File: src/rtl/tdhp_pkg.sv
`timescale 1ns / 1ps

package tdhp_pkg;

    localparam int MAX_DATAGRAM = 2048;
    localparam int CNT_W        = $clog2(MAX_DATAGRAM + 1);
    localparam int DECL_CAP     = MAX_DATAGRAM + 1;
    localparam int DECL_W       = $clog2(MAX_DATAGRAM + 2);
    localparam int PROD_W       = DECL_W + 4;
    localparam int APB_ADDR_W   = 3;

    localparam logic [5:0] META_MAX_DIGITS = 6'd31;
    localparam logic [5:0] DIGIT_CNT_MAX   = 6'd63;
    localparam int         SEQ_MAX_DIGITS  = 20;
    localparam int         PAY_OUT_MAX     = 4095;

    localparam logic [7:0] CH_RBRACKET = 8'h5D;
    localparam logic [7:0] CH_PIPE     = 8'h7C;
    localparam logic [7:0] CH_COLON    = 8'h3A;
    localparam logic [7:0] CH_ZERO     = 8'h30;
    localparam logic [7:0] CH_NINE     = 8'h39;

    localparam logic [7:0] CFG_LEN_RESET = 8'd32;
    localparam logic       REG_SRC_MAX   = 1'b0;
    localparam logic       REG_CHAN_MAX  = 1'b1;

    typedef enum logic [2:0] {
        PH_MAGIC,
        PH_LEN,
        PH_SRC,
        PH_SEQ,
        PH_CHAN,
        PH_PAY,
        PH_DEAD
    } t_phase;

    typedef enum logic [2:0] {
        RG_ENV,
        RG_SOURCE,
        RG_SEQ,
        RG_CHAN,
        RG_PAYLOAD,
        RG_DROP
    } t_region;

    typedef enum logic [3:0] {
        ST_OK,
        ST_MAGIC,
        ST_NO_BRACKET,
        ST_META_LEN,
        ST_LEN_DIGITS,
        ST_MISMATCH,
        ST_NO_PIPE,
        ST_COLON1,
        ST_COLON2,
        ST_BOUNDS,
        ST_SEQ_DIGITS
    } t_status;

    typedef struct packed {
        logic [7:0] src_max;
        logic [7:0] chan_max;
    } t_cfg;

    function automatic logic [9:0] err_mask(input t_status s);
        err_mask = 10'b1 << (4'(s) - 4'd1);
    endfunction

    function automatic logic is_digit(input logic [7:0] b);
        is_digit = (b >= CH_ZERO) && (b <= CH_NINE);
    endfunction

    function automatic logic in_body(input t_phase p);
        in_body = (p == PH_SRC) || (p == PH_SEQ) || (p == PH_CHAN) || (p == PH_PAY);
    endfunction

    // expected prefix byte at positions zero to five
    function automatic logic [7:0] magic_byte(input logic [2:0] idx);
        unique case (idx)
            3'd0:    magic_byte = 8'h42;
            3'd1:    magic_byte = 8'h43;
            3'd2:    magic_byte = 8'h43;
            3'd3:    magic_byte = 8'h4E;
            3'd4:    magic_byte = 8'h31;
            3'd5:    magic_byte = 8'h5B;
            default: magic_byte = 8'h00;
        endcase
    endfunction

endpackage

File: src/rtl/tdhp_if.sv
`timescale 1ns / 1ps

interface tdhp_in_if;
    logic       valid;
    logic       ready;
    logic [7:0] data_byte;
    logic       final_byte;

    modport source (output valid, output data_byte, output final_byte, input ready);
    modport sink (input valid, input data_byte, input final_byte, output ready);
endinterface

interface tdhp_out_if;
    logic        valid;
    logic        ready;
    logic [7:0]  echo_byte;
    logic [2:0]  region;
    logic        datagram_end;
    logic [3:0]  status;
    logic [63:0] sequence_value;
    logic [7:0]  source_length;
    logic [7:0]  channel_length;
    logic [11:0] payload_length;

    modport source (
        output valid, output echo_byte, output region, output datagram_end,
        output status, output sequence_value, output source_length,
        output channel_length, output payload_length, input ready
    );
    modport sink (
        input valid, input echo_byte, input region, input datagram_end,
        input status, input sequence_value, input source_length,
        input channel_length, input payload_length, output ready
    );
endinterface

File: src/rtl/tdhp_apb_regs.sv
`timescale 1ns / 1ps

module tdhp_apb_regs (
    input  logic                                i_clk,
    input  logic                                i_rst_n,
    input  logic                                psel,
    input  logic                                penable,
    input  logic                                pwrite,
    input  logic [tdhp_pkg::APB_ADDR_W-1:0]     paddr,
    input  logic [31:0]                         pwdata,
    output logic [31:0]                         prdata,
    output logic                                pready,
    output tdhp_pkg::t_cfg                      o_cfg
);
    import tdhp_pkg::*;

    logic [7:0] r_src_max;
    logic [7:0] r_chan_max;
    logic       n_wr;

    assign pready = 1'b1;
    assign n_wr   = psel && penable && pwrite && pready;

    always_ff @(posedge i_clk) begin
        if (!i_rst_n) begin
            r_src_max  <= CFG_LEN_RESET;
            r_chan_max <= CFG_LEN_RESET;
        end else if (n_wr) begin
            if (paddr[2] == REG_SRC_MAX) begin
                r_src_max <= pwdata[7:0];
            end
            if (paddr[2] == REG_CHAN_MAX) begin
                r_chan_max <= pwdata[7:0];
            end
        end
    end

    always_comb begin
        prdata = '0;
        if (paddr[2] == REG_SRC_MAX) begin
            prdata[7:0] = r_src_max;
        end else begin
            prdata[7:0] = r_chan_max;
        end
    end

    assign o_cfg.src_max  = r_src_max;
    assign o_cfg.chan_max = r_chan_max;

endmodule

File: src/rtl/tdhp_in_stage.sv
`timescale 1ns / 1ps

module tdhp_in_stage (
    input  logic i_clk,
    input  logic i_rst_n,
    tdhp_in_if.sink   i_in,
    tdhp_in_if.source o_mid
);
    logic       r_valid;
    logic [7:0] r_data;
    logic       r_fin;

    assign i_in.ready = !r_valid || o_mid.ready;

    always_ff @(posedge i_clk) begin
        if (!i_rst_n) begin
            r_valid <= 1'b0;
        end else if (i_in.ready) begin
            r_valid <= i_in.valid;
        end
    end

    always_ff @(posedge i_clk) begin
        if (i_in.ready && i_in.valid) begin
            r_data <= i_in.data_byte;
            r_fin  <= i_in.final_byte;
        end
    end

    assign o_mid.valid      = r_valid;
    assign o_mid.data_byte  = r_data;
    assign o_mid.final_byte = r_fin;

endmodule

File: src/rtl/tdhp_parse.sv
`timescale 1ns / 1ps

module tdhp_parse (
    input  logic           i_clk,
    input  logic           i_rst_n,
    input  tdhp_pkg::t_cfg i_cfg,
    tdhp_in_if.sink        i_mid,
    tdhp_out_if.source     o_out
);
    import tdhp_pkg::*;

    // datagram state
    logic [CNT_W-1:0]  r_pos,      n_pos;
    t_phase            r_phase,    n_phase;
    logic [DECL_W-1:0] r_decl,     n_decl;
    logic [5:0]        r_ndig,     n_ndig;
    logic [CNT_W-1:0]  r_body,     n_body;
    logic [CNT_W-1:0]  r_src_cnt,  n_src_cnt;
    logic [CNT_W-1:0]  r_seq_cnt,  n_seq_cnt;
    logic [CNT_W-1:0]  r_chan_cnt, n_chan_cnt;
    logic [CNT_W-1:0]  r_pay_cnt,  n_pay_cnt;
    logic [63:0]       r_seq,      n_seq;
    logic [9:0]        r_err,      n_err;

    // result register
    logic        r_valid;
    logic [7:0]  r_echo,   n_echo;
    logic [2:0]  r_region, n_region;
    logic        r_end,    n_end;
    logic [3:0]  r_status, n_status;
    logic [63:0] r_seqv,   n_seqv;
    logic [7:0]  r_srcl,   n_srcl;
    logic [7:0]  r_chnl,   n_chnl;
    logic [11:0] r_payl,   n_payl;

    logic              fire;
    logic [7:0]        b;
    logic [3:0]        digit;
    logic [PROD_W-1:0] v_prod;
    logic [67:0]       v_seq_prod;
    logic [9:0]        v_err;
    t_status           v_status;
    t_region           v_region;

    assign i_mid.ready = !r_valid || o_out.ready;
    assign fire        = i_mid.valid && i_mid.ready;
    assign b           = i_mid.data_byte;
    assign digit       = 4'(b - CH_ZERO);
    assign v_prod      = ({4'b0, r_decl} << 3) + ({4'b0, r_decl} << 1) + PROD_W'(digit);
    assign v_seq_prod  = ({4'b0, r_seq} << 3) + ({4'b0, r_seq} << 1) + 68'(digit);

    always_comb begin
        n_pos      = r_pos;
        n_phase    = r_phase;
        n_decl     = r_decl;
        n_ndig     = r_ndig;
        n_body     = r_body;
        n_src_cnt  = r_src_cnt;
        n_seq_cnt  = r_seq_cnt;
        n_chan_cnt = r_chan_cnt;
        n_pay_cnt  = r_pay_cnt;
        n_seq      = r_seq;
        n_err      = r_err;
        v_region   = RG_ENV;
        v_err      = '0;
        v_status   = ST_OK;

        if (r_pos >= CNT_W'(MAX_DATAGRAM)) begin
            v_region = RG_DROP;
        end else begin
            n_pos = r_pos + 1'b1;
            if (in_body(r_phase)) begin
                n_body = r_body + 1'b1;
            end
            unique case (r_phase)
                PH_MAGIC: begin
                    if (b != magic_byte(r_pos[2:0])) begin
                        n_err = n_err | err_mask(ST_MAGIC);
                    end
                    if (r_pos == CNT_W'(5)) begin
                        n_phase = ((n_err & err_mask(ST_MAGIC)) != '0) ? PH_DEAD : PH_LEN;
                    end
                end
                PH_LEN: begin
                    if (b == CH_RBRACKET) begin
                        if (r_ndig == '0 || r_ndig > META_MAX_DIGITS) begin
                            n_err = n_err | err_mask(ST_META_LEN);
                        end
                        n_phase = PH_SRC;
                    end else begin
                        if (r_ndig < DIGIT_CNT_MAX) begin
                            n_ndig = r_ndig + 1'b1;
                        end
                        if (is_digit(b)) begin
                            n_decl = (v_prod > PROD_W'(DECL_CAP)) ? DECL_W'(DECL_CAP)
                                                                  : DECL_W'(v_prod);
                        end else begin
                            n_err = n_err | err_mask(ST_LEN_DIGITS);
                        end
                    end
                end
                PH_SRC: begin
                    if (b == CH_COLON) begin
                        n_phase = PH_SEQ;
                    end else if (b == CH_PIPE) begin
                        n_err   = n_err | err_mask(ST_COLON1);
                        n_phase = PH_PAY;
                    end else begin
                        v_region  = RG_SOURCE;
                        n_src_cnt = r_src_cnt + 1'b1;
                    end
                end
                PH_SEQ: begin
                    if (b == CH_COLON) begin
                        n_phase = PH_CHAN;
                    end else if (b == CH_PIPE) begin
                        n_err   = n_err | err_mask(ST_COLON2);
                        n_phase = PH_PAY;
                    end else begin
                        v_region  = RG_SEQ;
                        n_seq_cnt = r_seq_cnt + 1'b1;
                        if (is_digit(b)) begin
                            n_seq = (v_seq_prod[67:64] != 4'd0) ? '1 : v_seq_prod[63:0];
                        end else begin
                            n_err = n_err | err_mask(ST_SEQ_DIGITS);
                        end
                    end
                end
                PH_CHAN: begin
                    if (b == CH_PIPE) begin
                        n_phase = PH_PAY;
                    end else begin
                        v_region   = RG_CHAN;
                        n_chan_cnt = r_chan_cnt + 1'b1;
                    end
                end
                PH_PAY: begin
                    v_region  = RG_PAYLOAD;
                    n_pay_cnt = r_pay_cnt + 1'b1;
                end
                PH_DEAD: begin
                end
                default: begin
                end
            endcase
        end

        n_echo   = b;
        n_region = v_region;
        n_end    = i_mid.final_byte;
        n_status = ST_OK;
        n_seqv   = '0;
        n_srcl   = '0;
        n_chnl   = '0;
        n_payl   = '0;

        if (i_mid.final_byte) begin
            v_err = n_err;
            if (n_pos < CNT_W'(8)) begin
                v_err = v_err | err_mask(ST_MAGIC);
            end
            if (n_phase == PH_LEN) begin
                v_err = v_err | err_mask(ST_NO_BRACKET);
            end
            if (in_body(n_phase) && DECL_W'(n_body) != n_decl) begin
                v_err = v_err | err_mask(ST_MISMATCH);
            end
            if (in_body(n_phase) && n_phase != PH_PAY) begin
                v_err = v_err | err_mask(ST_NO_PIPE);
            end
            if (n_phase == PH_PAY
                && (32'(n_src_cnt) > 32'(i_cfg.src_max)
                    || 32'(n_chan_cnt) > 32'(i_cfg.chan_max)
                    || n_seq_cnt == '0
                    || 32'(n_seq_cnt) > 32'(SEQ_MAX_DIGITS))) begin
                v_err = v_err | err_mask(ST_BOUNDS);
            end
            // lowest set flag wins
            for (int i = 9; i >= 0; i--) begin
                if (v_err[i]) begin
                    v_status = t_status'(4'(i + 1));
                end
            end
            n_status = v_status;
            if (v_status == ST_OK) begin
                n_seqv = n_seq;
                n_srcl = 8'(n_src_cnt);
                n_chnl = 8'(n_chan_cnt);
                n_payl = (32'(n_pay_cnt) > 32'(PAY_OUT_MAX)) ? 12'(PAY_OUT_MAX)
                                                             : 12'(n_pay_cnt);
            end
            n_pos      = '0;
            n_phase    = PH_MAGIC;
            n_decl     = '0;
            n_ndig     = '0;
            n_body     = '0;
            n_src_cnt  = '0;
            n_seq_cnt  = '0;
            n_chan_cnt = '0;
            n_pay_cnt  = '0;
            n_seq      = '0;
            n_err      = '0;
        end
    end

    always_ff @(posedge i_clk) begin
        if (!i_rst_n) begin
            r_pos      <= '0;
            r_phase    <= PH_MAGIC;
            r_decl     <= '0;
            r_ndig     <= '0;
            r_body     <= '0;
            r_src_cnt  <= '0;
            r_seq_cnt  <= '0;
            r_chan_cnt <= '0;
            r_pay_cnt  <= '0;
            r_seq      <= '0;
            r_err      <= '0;
            r_valid    <= 1'b0;
        end else begin
            if (fire) begin
                r_pos      <= n_pos;
                r_phase    <= n_phase;
                r_decl     <= n_decl;
                r_ndig     <= n_ndig;
                r_body     <= n_body;
                r_src_cnt  <= n_src_cnt;
                r_seq_cnt  <= n_seq_cnt;
                r_chan_cnt <= n_chan_cnt;
                r_pay_cnt  <= n_pay_cnt;
                r_seq      <= n_seq;
                r_err      <= n_err;
            end
            if (i_mid.ready) begin
                r_valid <= i_mid.valid;
            end
        end
    end

    always_ff @(posedge i_clk) begin
        if (fire) begin
            r_echo   <= n_echo;
            r_region <= n_region;
            r_end    <= n_end;
            r_status <= n_status;
            r_seqv   <= n_seqv;
            r_srcl   <= n_srcl;
            r_chnl   <= n_chnl;
            r_payl   <= n_payl;
        end
    end

    assign o_out.valid          = r_valid;
    assign o_out.echo_byte      = r_echo;
    assign o_out.region         = r_region;
    assign o_out.datagram_end   = r_end;
    assign o_out.status         = r_status;
    assign o_out.sequence_value = r_seqv;
    assign o_out.source_length  = r_srcl;
    assign o_out.channel_length = r_chnl;
    assign o_out.payload_length = r_payl;

endmodule

File: src/rtl/text_datagram_header_parser.sv
`timescale 1ns / 1ps

// streaming header checker for text datagrams: one byte beat per clock in while the
// output side does not stall, one tagged byte beat out, with the verdict (status,
// sequence, field lengths) on the beat that carries the end flag. the block sustains
// one byte per cycle under that condition; a byte goes through an input register and
// a result register. i_in.ready follows o_out.ready through the two register stages.
// there is no clearing pass after reset; the user must write the length limits
// through the apb port while no datagram is in flight; the block does not enforce it.
module text_datagram_header_parser (
    input  logic                            i_clk,
    input  logic                            i_rst_n,
    tdhp_in_if.sink                         i_in,
    tdhp_out_if.source                      o_out,
    input  logic                            psel,
    input  logic                            penable,
    input  logic                            pwrite,
    input  logic [tdhp_pkg::APB_ADDR_W-1:0] paddr,
    input  logic [31:0]                     pwdata,
    output logic [31:0]                     prdata,
    output logic                            pready
);
    import tdhp_pkg::*;

    t_cfg cfg;

    tdhp_in_if mid ();

    tdhp_apb_regs u_regs (
        .i_clk   (i_clk),
        .i_rst_n (i_rst_n),
        .psel    (psel),
        .penable (penable),
        .pwrite  (pwrite),
        .paddr   (paddr),
        .pwdata  (pwdata),
        .prdata  (prdata),
        .pready  (pready),
        .o_cfg   (cfg)
    );

    tdhp_in_stage u_in (
        .i_clk   (i_clk),
        .i_rst_n (i_rst_n),
        .i_in    (i_in),
        .o_mid   (mid.source)
    );

    tdhp_parse u_parse (
        .i_clk   (i_clk),
        .i_rst_n (i_rst_n),
        .i_cfg   (cfg),
        .i_mid   (mid.sink),
        .o_out   (o_out)
    );

    // verdict fields stay zero off the end beat
    a_no_verdict_mid: assert property (@(posedge i_clk) disable iff (!i_rst_n)
        (o_out.valid && !o_out.datagram_end) |->
            (o_out.status == ST_OK && o_out.sequence_value == '0
             && o_out.source_length == '0 && o_out.channel_length == '0
             && o_out.payload_length == '0))
        else $error("verdict fields set on a beat without end flag");

    // a failed datagram reports no lengths or sequence
    a_fail_zero: assert property (@(posedge i_clk) disable iff (!i_rst_n)
        (o_out.valid && o_out.status != ST_OK) |->
            (o_out.sequence_value == '0 && o_out.source_length == '0
             && o_out.channel_length == '0 && o_out.payload_length == '0))
        else $error("lengths reported with a failing status");

    // an ok verdict keeps the configured bounds
    a_ok_bounds: assert property (@(posedge i_clk) disable iff (!i_rst_n)
        (o_out.valid && o_out.datagram_end && o_out.status == ST_OK
         && $stable(cfg)) |->
            (o_out.source_length <= cfg.src_max
             && o_out.channel_length <= cfg.chan_max))
        else $error("ok verdict beyond configured length");

endmodule
File: src/flat_wrapper.sv
// flat-port wrapper written by rule: the top's interface ports become plain ports
module text_datagram_header_parser_flat import tdhp_pkg::*;
  (i_clk, i_rst_n, psel, penable, pwrite, paddr, pwdata, prdata, pready, i_in_valid, i_in_data_byte, i_in_final_byte, i_in_ready, o_out_valid, o_out_echo_byte, o_out_region, o_out_datagram_end, o_out_status, o_out_sequence_value, o_out_source_length, o_out_channel_length, o_out_payload_length, o_out_ready);
  tdhp_in_if i_in_i ();
  tdhp_out_if o_out_i ();
  input  logic i_clk;
  input  logic i_rst_n;
  input  logic psel;
  input  logic penable;
  input  logic pwrite;
  input  logic [tdhp_pkg::APB_ADDR_W-1:0] paddr;
  input  logic [31:0] pwdata;
  output logic [31:0] prdata;
  output logic pready;
  input wire logic [$bits(i_in_i.valid)-1:0] i_in_valid;
  input wire logic [$bits(i_in_i.data_byte)-1:0] i_in_data_byte;
  input wire logic [$bits(i_in_i.final_byte)-1:0] i_in_final_byte;
  output wire logic [$bits(i_in_i.ready)-1:0] i_in_ready;
  output wire logic [$bits(o_out_i.valid)-1:0] o_out_valid;
  output wire logic [$bits(o_out_i.echo_byte)-1:0] o_out_echo_byte;
  output wire logic [$bits(o_out_i.region)-1:0] o_out_region;
  output wire logic [$bits(o_out_i.datagram_end)-1:0] o_out_datagram_end;
  output wire logic [$bits(o_out_i.status)-1:0] o_out_status;
  output wire logic [$bits(o_out_i.sequence_value)-1:0] o_out_sequence_value;
  output wire logic [$bits(o_out_i.source_length)-1:0] o_out_source_length;
  output wire logic [$bits(o_out_i.channel_length)-1:0] o_out_channel_length;
  output wire logic [$bits(o_out_i.payload_length)-1:0] o_out_payload_length;
  input wire logic [$bits(o_out_i.ready)-1:0] o_out_ready;
  assign i_in_i.valid = i_in_valid;
  assign i_in_i.data_byte = i_in_data_byte;
  assign i_in_i.final_byte = i_in_final_byte;
  assign i_in_ready = i_in_i.ready;
  assign o_out_valid = o_out_i.valid;
  assign o_out_echo_byte = o_out_i.echo_byte;
  assign o_out_region = o_out_i.region;
  assign o_out_datagram_end = o_out_i.datagram_end;
  assign o_out_status = o_out_i.status;
  assign o_out_sequence_value = o_out_i.sequence_value;
  assign o_out_source_length = o_out_i.source_length;
  assign o_out_channel_length = o_out_i.channel_length;
  assign o_out_payload_length = o_out_i.payload_length;
  assign o_out_i.ready = o_out_ready;
  text_datagram_header_parser u_core (.i_clk(i_clk), .i_rst_n(i_rst_n), .i_in(i_in_i), .o_out(o_out_i), .psel(psel), .penable(penable), .pwrite(pwrite), .paddr(paddr), .pwdata(pwdata), .prdata(prdata), .pready(pready));
endmodule
File: config.mk
export PLATFORM = sky130hd
export DESIGN_NAME = text_datagram_header_parser_flat
export DESIGN_NICKNAME = d
export VERILOG_FILES = /design/src/rtl/tdhp_pkg.sv /design/src/rtl/tdhp_if.sv /design/src/rtl/tdhp_apb_regs.sv /design/src/rtl/tdhp_in_stage.sv /design/src/rtl/tdhp_parse.sv /design/src/rtl/text_datagram_header_parser.sv /design/src/flat_wrapper.sv
export SDC_FILE = /design/constraint.sdc
export NUM_CORES = 1
export LEC_CHECK = 0
export ABC_AREA = 1
export BUFFER_PORTS_ARGS = -buffer_cell sky130_fd_sc_hd__buf_2
export CAP_MARGIN = 25
export CORE_ASPECT_RATIO = 1.2
export CORE_UTILIZATION = 30
export DETAILED_ROUTE_END_ITERATION = 10
export PLACE_DENSITY = 0.51
export SYNTH_ARGS = -nofsm -noshare
export SYNTH_HDL_FRONTEND = slang
export SYNTH_SLANG_ARGS = --single-unit
File: constraint.sdc
create_clock -name i_clk -period 4.3 [get_ports i_clk]
set_input_delay 0.43 -clock i_clk [delete_from_list [all_inputs] [get_ports i_clk]]
set_output_delay 0.43 -clock i_clk [all_outputs]
set_load 0.03 [all_outputs]
# Yosys cells after proc, flatten, opt, wreduce, memory -nomap -nowiden

Cells that the tools add are included.

$add $sub $neg: 12
Magnitude comparators: 10
Equality and inequality tests: 24
Multiplexer cells: 90
Bitwise operators: 1
Reductions and logical operators: 35

Operator list:

| operator                                                                          | number |
|---|---|
| 64-bit 2-to-1 mux                                                                 | 7 |
| 12-bit 2-to-1 mux                                                                 | 28 |
| 10-bit 2-to-1 mux                                                                 | 8 |
| 12-bit by 1-bit adder with 12-bit output, second input constant                   | 6 |
| 67-bit by 65-bit adder with 68-bit output                                         | 1 |
| 68-bit by 4-bit adder with 68-bit output                                          | 1 |
| 4-bit 2-to-1 mux                                                                  | 13 |
| 10-bit case mux with 4 select lines                                               | 1 |
| 6-bit 2-to-1 mux                                                                  | 6 |
| 7-bit case mux with 5 select lines                                                | 1 |
| 3-bit 2-to-1 mux                                                                  | 9 |
| 12-bit by 8-bit greater-than comparator with 1-bit output                         | 2 |
| 8-bit 2-to-1 mux                                                                  | 3 |
| 3-bit by 2-bit equality test with 1-bit output, second input constant             | 6 |
| 3-bit equality test, second input constant                                        | 6 |
| 15-bit by 13-bit adder with 16-bit output                                         | 1 |
| 16-bit by 4-bit adder with 16-bit output                                          | 1 |
| 8-bit by 7-bit equality test with 1-bit output, second input constant             | 2 |
| 16-bit by 12-bit greater-than comparator with 1-bit output, second input constant | 1 |
| 3-bit case mux with 5 select lines                                                | 1 |
| 7-bit 2-to-1 mux                                                                  | 2 |
| 12-bit by 3-bit equality test with 1-bit output, second input constant            | 1 |
| 12-bit greater-or-equal comparator, second input constant                         | 1 |
| 12-bit by 5-bit greater-than comparator with 1-bit output, second input constant  | 1 |
| 31 further kinds                                                                  | 63 |

Flip-flop bits (word level): 302
Input port bits: 51

# Longest topological paths before layout

Word-level depth: 35
Mapped depth: 34
Gate-level depth less buffers: 31

# By module

From an unflattened synthesis, not the netlist that was laid out.

Cell total of the unflattened synthesis: 3169
Area total of the unflattened synthesis: 22410.2 um^2

Modules (own cells, without submodules):

| module        | times used | cells an instance | area each (um^2) |
|---|---|---|---|
| tdhp_parse    | 1          | 3004              | 21102.7 |
| tdhp_apb_regs | 1          | 149               | 985.9 |
| tdhp_in_stage | 1          | 16                | 321.6 |

# Worst setup path after synthesis

No wires, ideal clock.

Kind: input -> register
Start: input o_out_ready
End: register u_core.u_parse.r_chnl[0], in the netlist u_core.u_parse.o_out.channel_length[0] (enable)
Library setup time: 0.514 ns
Arrival time: 4.034 ns
Path slack: -0.248 ns
Stages: 6
Path through: inv_1 nand2_1 nand2_1 clkbuf_1 inv_1 clkbuf_1

Cells in the longest elaborated chain, start to end: 2

Ends and longest elaborated chain:

| item                          | line               | text |
|---|---|---|
| start: declaration            | flat_wrapper.sv:28 | `input wire logic [$bits(o_out_i.ready)-1:0] o_out_ready;` |
| 1-bit logical OR              | tdhp_parse.sv:45   | `assign i_mid.ready = !r_valid \|\| o_out.ready;` |
| 1-bit logical AND             | tdhp_parse.sv:46   | `assign fire = i_mid.valid && i_mid.ready;` |
| named net u_core.u_parse.fire | tdhp_parse.sv:36   | `logic fire;` |
| end signal: assignment        | tdhp_parse.sv:248  | `r_chnl <= n_chnl;` |
| end: declaration              | tdhp_parse.sv:33   | `logic [7:0] r_chnl, n_chnl;` |

The timed path passes the listed nets, and every way through them passes these cells.
A chain may end at the register's enable or synchronous reset.

# Final worst setup path

Start: register u_core.u_in.r_data[3], in the netlist u_core.u_in.o_mid.data_byte[3]
End: register u_core.u_parse.r_seqv[28], in the netlist u_core.u_parse.o_out.sequence_value[28] (data pin)

Cells in the longest elaborated chain, start to end: 25
Elaborated cells between the ends (all ways): 93
Classes of those cells: add/sub: 3; order compare: 6; eq/ne: 11; mux: 59; reduce/logical: 14

Ends and longest elaborated chain:

| item                                                                                              | line                | text |
|---|---|---|
| start: declaration                                                                                | tdhp_in_stage.sv:10 | `logic [7:0] r_data;` |
| start signal: assignment                                                                          | tdhp_in_stage.sv:25 | `r_data <= i_in.data_byte;` |
| parallel branches: the longest is 25 deep, another holds 16-bit by 4-bit adder with 16-bit output | --                  |  |
| end signal: assignment                                                                            | tdhp_parse.sv:246   | `r_seqv <= n_seqv;` |
| end: declaration                                                                                  | tdhp_parse.sv:31    | `logic [63:0] r_seqv, n_seqv;` |

Several ways; the timed one is not identified. The select of a mux whose other input is x is not followed.

==> results.md <==
- First-pass GRT wire length: 105 mm
- Fmax: 0.234 GHz
- Post-synth ARST share: 0%
- CTS Sinks: 298
- Via/cell ratio: 4.79
- Total wire length: 67.7 mm
- Min Hold Slack: 0.0335 ns
- Worst-Skew Late Latency: 0.58 ns
- Die ar.: 74,700 µm²
- Worst Setup End Kind: flop
- DRT iter0 DRCs: 954
- Max Cap Viol: 0
- CP Buf/Inv Count: 7
- Fin crit period: 4.27 ns
- Synth Register Bits: 298
- Initial antenna violation count: 0
- Final Hold Violating Endpoints: 0
- Clk buf depth: 3
- CTS Buf Count: 37
- Largest net degree at the start of global routing: 138
- Post-DR wirelength/cell: 15.7 µm
- Worst Setup SP: u_core.u_in.o_mid.data_byte[3]
- DRC: 0
- Clk root buf: clkbuf_16
- Ports: 194
- Hold Startpoint: i_in_final_byte
- Via count: 20,700
- Synth Cell Area: 22,100 µm²
- Fill cells: 7,668
- Min-delay worst type: input port to flop
- CP max stage cell: fa_2
- Chip Width: 250 µm
- Antenna diodes: 0
- DRT antenna net count: 0
- Final setup fails: 0
- VDD IR-drop max: 0.000257 V
- Mapped Cells: 3,096
- Normalized max-slew margin: 42.6%
- Fraction of layout cells with a size suffix above 1: 20.1%
- Number of synthesized flops with an enable pin: 117
- Slew Limit Fails: 0
- Pre-CTS setup slack: -0.249 ns
- Max FO, Critical Path: 8
- RSZ-0062 raised after global routing: true
- YS warnings: 0
- Grt ovf: 0
- Fin worst setup slack: 0.0254 ns
- Hold Buf Count CTS: 0
- Required @ worst endpoint: 4.71 ns
- DPL Wire Length: 49.8 mm
- Starting Density: 30.4%
- Placed instance area: 24,700 µm²
- PortBufs: 142
- CTS tree: yes
- Yosys cell types: 56
- Clock-pin slew on the worst setup and hold paths: 0.06 ns
- CP peak stage delay: 0.56 ns
- CP dominant cell by count: nand2_1
- Area delta synth->final: 23.3%
- Sequential area share after synthesis: 32.3%
- Top cell type's share of synthesized area: 16.4%
- Power per cell area: 248 nW/µm²
- Area contributors post-synth: dfxtp_1 16%, edfxtp_1 16%, nand2_1 12%, ha_1 10%, a21oi_1 6.9%
- Main flop type after synthesis: dfxtp_1
- Core footprint: 72,600 µm²
- Crit share post-route: 99.4%
- Critical R2R Launch: u_core.u_in.o_mid.data_byte[3]
- Critical Path AT: 4.68 ns
- Die H: 299 µm
- Status: finished, final reports clean
- First-pass DRT Iterations: 5
- Vias in the first global route: 20,000
- Syn_area_per_cell: 7.14 µm²
- CP top delay family: simple AND/OR/NAND/NOR gates
- Synth area leader: dfxtp_1
- Nature of the critical path startpoint: flop
- Pleak: 12.0 nW
- Gp weighted congestion: 0.902
- Htree depth: 2
- Row cnt: 108
- Measured slew at the worst slew-check pin: 0.859 ns
- Final Cell Area: 27,300 µm²
- Critical path class: flop to flop
- Storage cell area: 7140 µm²
- Area of the multi-input gates: 13,800 µm²
- Total Nets Final: 3,579
- Total GRT Usage: 17.4%
- Clock Skews: 0.0313 ns
## final cells by class
| class | count | share of cell area (%) |
|---|---|---|
| Clock inverter | 18 | 0.831 |
| Inverter | 372 | 5.17 |
| Multi-Input combinational cell | 2316 | 50.6 |
| Clock buffer | 50 | 3.77 |
| Timing Repair Buffer | 321 | 9.13 |
| Sequential cell | 298 | 26.2 |
| Tap cell | 935 | 4.29 |
## through the flow
step	power [mW]	TNS (ns)	util (%)	instances
detailed placement	3.51	-13.95	34.0	4203
finish	6.75	0	37.6	4310
floorplan	3.36	0	-	3119
global route	6.98	-15.35	37.6	4310
global placement	3.51	-8.82	34.0	4203
CTS	6.84	0	36.0	4283
## per-layer routing
layer / GRT usage [%] / vias to the layer above / share of wire [%]
li1: - / 10800 / -
met1: 20.7 / 9528 / 42
met2: 32.6 / 298 / 52
met3: 1.95 / 88 / 3.0
met4: 5.23 / 0 / 2.7
met5: 0 / - / 0
## cells in the mapped netlist (9+ instances only)
cell type    n
o211ai_1    11
nand2_1    691
nand3_1    247
clkbuf_1    73
o21a_1      20
nor3_2      81
inv_1      359
edfxtp_1   117
or2_2       72
dfxtp_1    181
ha_1       178
nor2_2      12
buf_4       35
nand4_1     27
nor2_1     286
o21ai_0    110
a31oi_1     25
nand3b_1     9
nor4_1      12
nor3_1      47
xnor2_1     15
buf_6        9
a21oi_1    304
inv_2       12
xor2_1      68
o22ai_1     11
## placed cells by master, fill, tap and decap left out, types with 106 or more instances in the layout
cell	count
buf_2	142
nand2_1	668
nand3_1	230
nor2_1	272
inv_1	347
edfxtp_1	117
o21ai_0	106
ha_1	168
dfxtp_1	181
a21oi_1	299
buf_4	139
## report_power, final
| group | switching [mW] | internal, mW | leakage (nW) | total (mW) |
|---|---|---|---|---|
| clock network | 1.37 | 1.89 | 0.613 | 3.26 |
| registers | 0.0235 | 2.99 | 2.57 | 3.01 |
| logic | 0.358 | 0.118 | 8.84 | 0.475 |
| total | 1.75 | 5.00 | 12.0 | 6.75 |
## kinds of logic after synthesis
family / count (synthesis) / share of synthesized area [%]
compound gates: 519 / 12.8
xor+xnor: 83 / 3.29
fa+ha+maj: 182 / 10.4
buf+inv: 505 / 9.52
flops: 298 / 32.3
other cells: 2 / 0.0340
simple gates: 1507 / 31.6
## path summary, 6_finish.rpt
path,cells after the start,to,slack [ns]
setup / recovery,29,u_core.u_parse.o_out.sequence_value[28],0.03
hold / removal,1,u_core.u_in.o_mid.final_byte,0.03
setup reg to reg,29,u_core.u_parse.o_out.sequence_value[28],0.03
hold reg to reg,2,u_core.u_parse.r_err[6],0.46
## sequential cells by signal, indices dropped and copies added (netlist names), 12 cells and up
signal and flops:
u_core.u_parse.o_out.sequence_value 64, u_core.u_parse.r_seq 64, u_core.u_parse.o_out.payload_length 12, u_core.u_parse.r_body 12
u_core.u_parse.r_chan_cnt 12, u_core.u_parse.r_decl 12, u_core.u_parse.r_pay_cnt 12, u_core.u_parse.r_pos 12
u_core.u_parse.r_seq_cnt 12, u_core.u_parse.r_src_cnt 12
## what timing repair did
item	in CTS	in global routing
cloned	0	9
buffers inserted	12	19
pin swaps	8	89
gates resized for setup	21	162
setup endpoints to repair	92	94
Note: power is estimated with default switching activity, not from simulation.
